**src/cfb_pkg.sv**
```systemverilog
package cfb_pkg;

  localparam int FRAME_BYTES    = 64;
  localparam int MAX_DATA_BYTES = 8;

  localparam logic [5:0]  DATA_BASE = 6'h12;
  localparam logic [5:0]  SPAN_BASE = 6'h04;
  localparam logic [5:0]  LAST_OFF  = 6'(FRAME_BYTES - 1);
  localparam logic [3:0]  MAX_COUNT = 4'(MAX_DATA_BYTES);
  localparam logic [7:0]  PLEN_BASE = 8'h0C;
  localparam logic [7:0]  SYNC_HI   = 8'hFF;
  localparam logic [7:0]  SYNC_LO   = 8'hFE;
  localparam logic [15:0] CRC_INIT  = 16'hFFFF;
  localparam logic [15:0] CRC_POLY  = 16'h1021;

  // latched command, shared by the sequencer and the byte mux
  typedef struct packed {
    logic [15:0] id;
    logic [3:0]  count;
    logic [63:0] data;
    logic        big_endian;
  } cmd_t;

  typedef enum logic [2:0] {
    ST_IDLE = 3'b001,
    ST_CRC  = 3'b010,
    ST_EMIT = 3'b100
  } state_t;

endpackage

```
**src/cfb_crc_unit.sv**
```systemverilog
module cfb_crc_unit
  import cfb_pkg::*;
(
  input  logic        clk,
  input  logic        init,
  input  logic        en,
  input  logic [7:0]  din,
  output logic [15:0] crc
);

  logic [15:0] crc_next;

  // one byte per cycle while en is high, msb first
  always_comb begin
    logic [15:0] acc;
    acc = crc ^ {din, 8'h00};
    for (int k = 0; k < 8; k++) begin
      if (acc[15]) acc = {acc[14:0], 1'b0} ^ CRC_POLY;
      else         acc = {acc[14:0], 1'b0};
    end
    crc_next = acc;
  end

  always_ff @(posedge clk) begin
    if (init) begin
      crc <= CRC_INIT;
    end else if (en) begin
      crc <= crc_next;
    end
  end

endmodule

```
**src/cfb_byte_mux.sv**
```systemverilog
module cfb_byte_mux
  import cfb_pkg::*;
(
  input  cmd_t        cmd,
  input  logic [5:0]  offset,
  input  logic [15:0] crc,
  output logic [7:0]  byte_out
);

  logic [5:0] diff;
  logic       in_data;

  assign diff    = offset - DATA_BASE;
  assign in_data = (offset >= DATA_BASE) && (diff < {2'b00, cmd.count});

  always_comb begin
    case (offset)
      6'h00:   byte_out = SYNC_HI;
      6'h01:   byte_out = SYNC_LO;
      6'h02:   byte_out = cmd.big_endian ? crc[15:8] : crc[7:0];
      6'h03:   byte_out = cmd.big_endian ? crc[7:0] : crc[15:8];
      6'h04:   byte_out = PLEN_BASE + {4'h0, cmd.count};
      6'h0E:   byte_out = cmd.id[7:0];
      6'h0F:   byte_out = cmd.id[15:8];
      default: byte_out = in_data ? cmd.data[{diff[2:0], 3'b000} +: 8] : 8'h00;
    endcase
  end

endmodule

```
**src/crc16_command_frame_builder_top.sv**
```systemverilog
// sequence: an accepted command first runs the crc pass over offsets 4..17+n
//   (n = data count saturated to 8), then emits frame bytes 0..63, one byte per cycle
// a new command is taken only in idle; the crc pass runs in the byte-wide crc unit,
//   followed by the byte-by-byte emit counter, and busy covers both phases
// reset: synchronous, active high; returns to idle, any frame in flight is dropped
// the receiver cannot stall: each byte is on the ports for exactly one cycle
module crc16_command_frame_builder_top
  import cfb_pkg::*;
(
  input  logic        clk,
  input  logic        rst,
  input  logic        start,
  output logic        busy,
  input  logic [15:0] command_id,
  input  logic [3:0]  data_count,
  input  logic [63:0] data_bytes,
  input  logic        crc_big_endian,
  output logic        byte_valid,
  output logic [7:0]  frame_byte,
  output logic [5:0]  byte_offset,
  output logic        last_byte
);

  state_t      state, state_next;
  logic [5:0]  offset, offset_next;
  cmd_t        cmd;
  logic [15:0] crc;
  logic [7:0]  mux_byte;
  logic        accept;
  logic [5:0]  span_last;
  logic [3:0]  count_sat;

  assign accept    = start && (state == ST_IDLE);
  assign count_sat = (data_count > MAX_COUNT) ? MAX_COUNT : data_count;
  // last byte covered by the crc: length bytes plus id area plus data
  assign span_last = DATA_BASE - 6'd1 + {2'b00, cmd.count};

  // command register, loaded on the accepting transfer
  always_ff @(posedge clk) begin
    if (accept) begin
      cmd.id         <= command_id;
      cmd.count      <= count_sat;
      cmd.data       <= data_bytes;
      cmd.big_endian <= crc_big_endian;
    end
  end

  // sequencer: crc pass over offsets 4..17+n, then emit pass over 0..63
  always_comb begin
    state_next  = state;
    offset_next = offset;
    case (state)
      ST_IDLE: begin
        if (start) begin
          state_next  = ST_CRC;
          offset_next = SPAN_BASE;
        end
      end
      ST_CRC: begin
        if (offset == span_last) begin
          state_next  = ST_EMIT;
          offset_next = 6'd0;
        end else begin
          offset_next = offset + 6'd1;
        end
      end
      ST_EMIT: begin
        if (offset == LAST_OFF) begin
          state_next  = ST_IDLE;
          offset_next = 6'd0;
        end else begin
          offset_next = offset + 6'd1;
        end
      end
      default: begin
        state_next  = ST_IDLE;
        offset_next = 6'd0;
      end
    endcase
  end

  always_ff @(posedge clk) begin
    if (rst) begin
      state  <= ST_IDLE;
      offset <= 6'd0;
    end else begin
      state  <= state_next;
      offset <= offset_next;
    end
  end

  // one frame byte generator shared by both passes; the crc bytes at
  // offsets 2 and 3 are only read during emit, after the crc is final
  cfb_byte_mux u_mux (
    .cmd      (cmd),
    .offset   (offset),
    .crc      (crc),
    .byte_out (mux_byte)
  );

  cfb_crc_unit u_crc (
    .clk  (clk),
    .init (accept),
    .en   (state == ST_CRC),
    .din  (mux_byte),
    .crc  (crc)
  );

  assign busy        = (state != ST_IDLE);
  assign byte_valid  = (state == ST_EMIT);
  assign frame_byte  = mux_byte;
  assign byte_offset = offset;
  assign last_byte   = (state == ST_EMIT) && (offset == LAST_OFF);

  // an accepted command makes the block busy
  a_accept_busy: assert property (@(posedge clk) disable iff (rst)
    start && !busy |=> busy)
    else $error("accepted transfer did not raise busy");

  // emitted offsets run in steps of one within a frame
  a_offset_step: assert property (@(posedge clk) disable iff (rst)
    byte_valid && !last_byte |=> byte_valid && (byte_offset == $past(byte_offset) + 6'd1))
    else $error("frame byte offsets not consecutive");

  // the frame ends with the last byte and the block goes idle
  a_last_idle: assert property (@(posedge clk) disable iff (rst)
    byte_valid && last_byte |=> !busy)
    else $error("block still busy after last byte");

  // the crc pass never reaches past the data area
  a_crc_span: assert property (@(posedge clk) disable iff (rst)
    (state == ST_CRC) |-> (offset >= SPAN_BASE) && (offset <= span_last))
    else $error("crc pass outside its span");

endmodule

```
**config.mk**
```make
export PLATFORM = sky130hd
export DESIGN_NAME = crc16_command_frame_builder_top
export DESIGN_NICKNAME = d
export VERILOG_FILES = /design/src/cfb_pkg.sv /design/src/cfb_crc_unit.sv /design/src/cfb_byte_mux.sv /design/src/crc16_command_frame_builder_top.sv
export SDC_FILE = /design/constraint.sdc
export NUM_CORES = 1
export LEC_CHECK = 0
export BUFFER_PORTS_ARGS = -buffer_cell sky130_fd_sc_hd__buf_2
export CAP_MARGIN = 15
export CORE_ASPECT_RATIO = 1.2
export CORE_MARGIN = 5
export CORE_UTILIZATION = 52
export CTS_BUF_LIST = sky130_fd_sc_hd__clkbuf_4 sky130_fd_sc_hd__clkbuf_8
export CTS_CLUSTER_SIZE = 16
export DETAILED_ROUTE_END_ITERATION = 10
export GPL_TIMING_DRIVEN = 0
export PLACE_DENSITY = 0.79
export SYNTH_ARGS = -nofsm -noshare
export SYNTH_HDL_FRONTEND = slang
export SYNTH_SLANG_ARGS = --single-unit
```
**constraint.sdc**
```tcl
create_clock -name clk -period 3.9 [get_ports clk]
set_clock_uncertainty 0.2 [all_clocks]
set_input_delay 0.195 -clock clk [delete_from_list [all_inputs] [get_ports clk]]
set_output_delay 0.195 -clock clk [all_outputs]
set_load 0.01 [all_outputs]
```
==> flow_summary.toml <==
[sta]
fmax_mhz = 268
post-route-period-util_pct = 95.7
min_period_ns = 3.73
rsz0062_at_grt = "false"
tns_ns = 0
timing.slew.headroom_pct = 54.0
tightest_slew_ns = 0.689
final-max-slew-violation-count = 0
hold_violations = 0
setup_viol = 0

[yosys]
synth_cells = 406
ys_seq_elements = 110
yosys_warnings = 0
ys_seq_area_share_pct = 57.5
synth_enable_flop_cells = 85
synth_area_per_cell_um2 = 13.1
synthArstFlopShare_pct = 0
yosys_most_used_dff = "edfxtp_1"
synth_cell_types = 61
synth.cell_area_um2 = 5310
syn_nets = 507

[detailed_routing]
detail-route-antenna-nets = 0
drt_pass1_iterations = 5
post_drt_wl_per_cell_um = 20.3
num_vias = 4190
drc = 0
drtIter0Drc = 334
wirelength_mm = 15.2
via_per_inst = 5.62

[clocking]
cts_tree = "built"
cts.reportedPaths.clkPinSlew_ns = 0.12
clockBufferDepth = 2
root_buffer = "clkbuf_8"
cts_buffers = 9
cts_htree_levels = 3
worstSkewPairLatency_ns = 0.39
cts.sink_count = 110

[power]
p_leak_nw = 2.85
ir_drop_uv = 289
powerDensity_nw_per_um2 = 391

[setup_path]
cp_slowest_cell = "a2111o_1"
critical_path_class = "reg -> reg"
cp_data_required_time_ns = 4.00
cp_cell_sequence = "buf_6 > inv_1 > ha_1 > buf_6 > buf_8 > inv_1 > ha_1 > nand2_1 > o21ai_2 > a221oi_4 > buf_12 > a2111o_1 > xor2_2 > xnor2_2 > xnor2_1 > a21o_1"
critPathArrivalTime_ns = 3.83
endpoint_kind = "flop"
worstPathMaxFanout = 19
worst_setup_path_start_kind = "flop"
max_stage_delay_ns = 0.47

[run]
drv_cap = 0

[placement]
dp_hpwl_mm = 8.46
gp_congestion = 0.858
io_buffer_count = 103
placedInstanceArea_um2 = 6010

[run_status]
status = "finished clean"

[global_routing]
antenna_found_initial = 0
grt_pass1_wl_mm = 23.8
overflow = 0
grt_pass1_vias = 4410
grt_max_degree = 86
track_usage_pct = 25.7

[floorplanning]
die_h_um = 121
fp.dieW_um = 102
core.rowCount = 40
core-area_um2 = 10000
pin_count = 105
start_util_pct = 53.0
die_area_um2 = 12300

[min_path]
hold_path_class = "in -> reg"

[layout]
synthToLayoutAreaGrowth_pct = 35.8
antenna_cells = 0
fillers = 615
final_area_um2 = 7210
final_common_cell = "buf_2"
drive_gt1_share_pct = 27.1
nets = 715
final_cell_mix = "105 x buf_2, 90 x dlygate4sd3_1, 85 x edfxtp_1, 50 x nand2_1, 25 x nor2_1"
==> power by group <==
part | leakage (nW) | internal [mW] | switching (mW)
combinational | 1.73 | 0.303 | 0.316
sequential | 1.01 | 1.39 | 0.0633
clock | 0.107 | 0.312 | 0.433
==> flip-flops by register name (all words and copies together), names as in the netlist <==
name / count
cmd: 85
u_crc.crc: 16
byte_offset: 6
state: 3
==> cell usage after synthesis (all sizes together) (2+ instances only) <==
cell / number / area share, %
a2111oi: 2 / 1.0
o22ai: 2 / 0.24
o21ai: 13 / 1.2
and3b: 2 / 0.33
o2111ai: 2 / 0.33
mux4: 15 / 7.1
inv: 14 / 0.99
and3: 4 / 0.47
ha: 13 / 3.1
buf: 9 / 1.2
xor2: 12 / 2.3
edfxtp: 85 / 48
xnor2: 19 / 4.1
o211ai: 4 / 0.57
or2: 2 / 0.24
nand4: 2 / 0.24
nand2b: 3 / 0.35
nor2: 25 / 1.8
and2: 2 / 0.24
a22oi: 8 / 1.1
clkbuf: 8 / 0.57
a21oi: 25 / 2.6
dfxtp: 25 / 9.4
a221o: 2 / 0.40
nand3: 22 / 2.1
mux2: 6 / 1.3
nor2b: 5 / 0.59
nand2: 50 / 3.5
a211oi: 3 / 0.61
nor3b: 2 / 0.28
nor3: 3 / 0.28
==> final cells by class <==
cell class | count | area (um^2) | share of cell area, %
repair buffers | 198 | 1490 | 20.6
flip-flops and latches | 110 | 3060 | 42.4
plain buffers | 16 | 96.3 | 1.34
clock inverters | 7 | 92.6 | 1.28
multi-input cells | 264 | 2140 | 29.7
well taps | 126 | 158 | 2.19
inverters | 15 | 58.8 | 0.816
clock buffers | 9 | 124 | 1.72
==> metrics by stage <==
| stage | utilization, % | hold slack, ns | worst slack [ns] | std cells | power (mW) |
|---|---|---|---|---|---|
| 2_1_floorplan | - | 0.0939 | 0.0565 | 406 | 1.82 |
| 3_3_place_gp | 59.8 | 0.171 | -0.470 | 635 | 1.95 |
| 3_5_place_dp | 60.1 | 0.173 | -0.511 | 636 | 1.97 |
| 4_1_cts | 71.8 | 0.292 | 0.0238 | 744 | 2.77 |
| 5_1_grt | 72.0 | 0.305 | 0.00367 | 745 | 2.93 |
| 6_report | 72.0 | 0.311 | 0.169 | 745 | 2.82 |
==> layer usage <==
metal	track usage, %	wire length (um)
met4	11.3	618
met3	5.60	964
met2	44.0	7730
met1	30.7	5830
met5	0	0
==> kinds of logic (layout without fill, tap and decap cells) <==
| kind of cell | after synthesis | after routing | synth area share [%] |
|---|---|---|---|
| flops | 110 | 110 | 57.5 |
| fa+ha+maj | 13 | 13 | 3.06 |
| buf+inv | 32 | 245 | 2.78 |
| xor+xnor | 31 | 31 | 6.32 |
| mux | 22 | 22 | 8.60 |
| compound gates | 71 | 71 | 10.3 |
| simple gates | 127 | 127 | 11.4 |
==> path summary, 6_finish.rpt <==
check / end / slack [ns] / start / cells after the start
worst max-delay path: u_crc.crc[6]$_SDFFE_PP1P_ / 0.17 / byte_offset[1]$_SDFFE_PP0P_ / 16
worst min-delay path: cmd[56]$_DFFE_PP_ / 0.31 / data_bytes[55] / 2
worst max register to register: u_crc.crc[6]$_SDFFE_PP1P_ / 0.17 / byte_offset[1]$_SDFFE_PP0P_ / 16
worst min register to register: u_crc.crc[2]$_SDFFE_PP1P_ / 0.32 / u_crc.crc[2]$_SDFFE_PP1P_ / 2
==> critical path, delay by kind of cell, from the launching register on <==
kind / cells / cell delay, ns
buffers and inverters: 6 / 0.91
AOI/OAI and AO/OA: 4 / 0.91
adders and majority gates: 2 / 0.64
xor gates and xnor gates: 3 / 0.54
DFF: 1 / 0.37
and+or+nand+nor: 1 / 0.07
==> timing repair <==
item                                    4_1_cts  5_1_grt
endpoints found under the setup margin       24       16
endpoints found under the hold margin        91        0
gates cloned                                  0        0
hold buffers                                 90        0
buffers inserted                              2        2
resized for setup                             7        7
pin swaps                                     3        4
No activity file was read; power rests on OpenSTA's default activity.
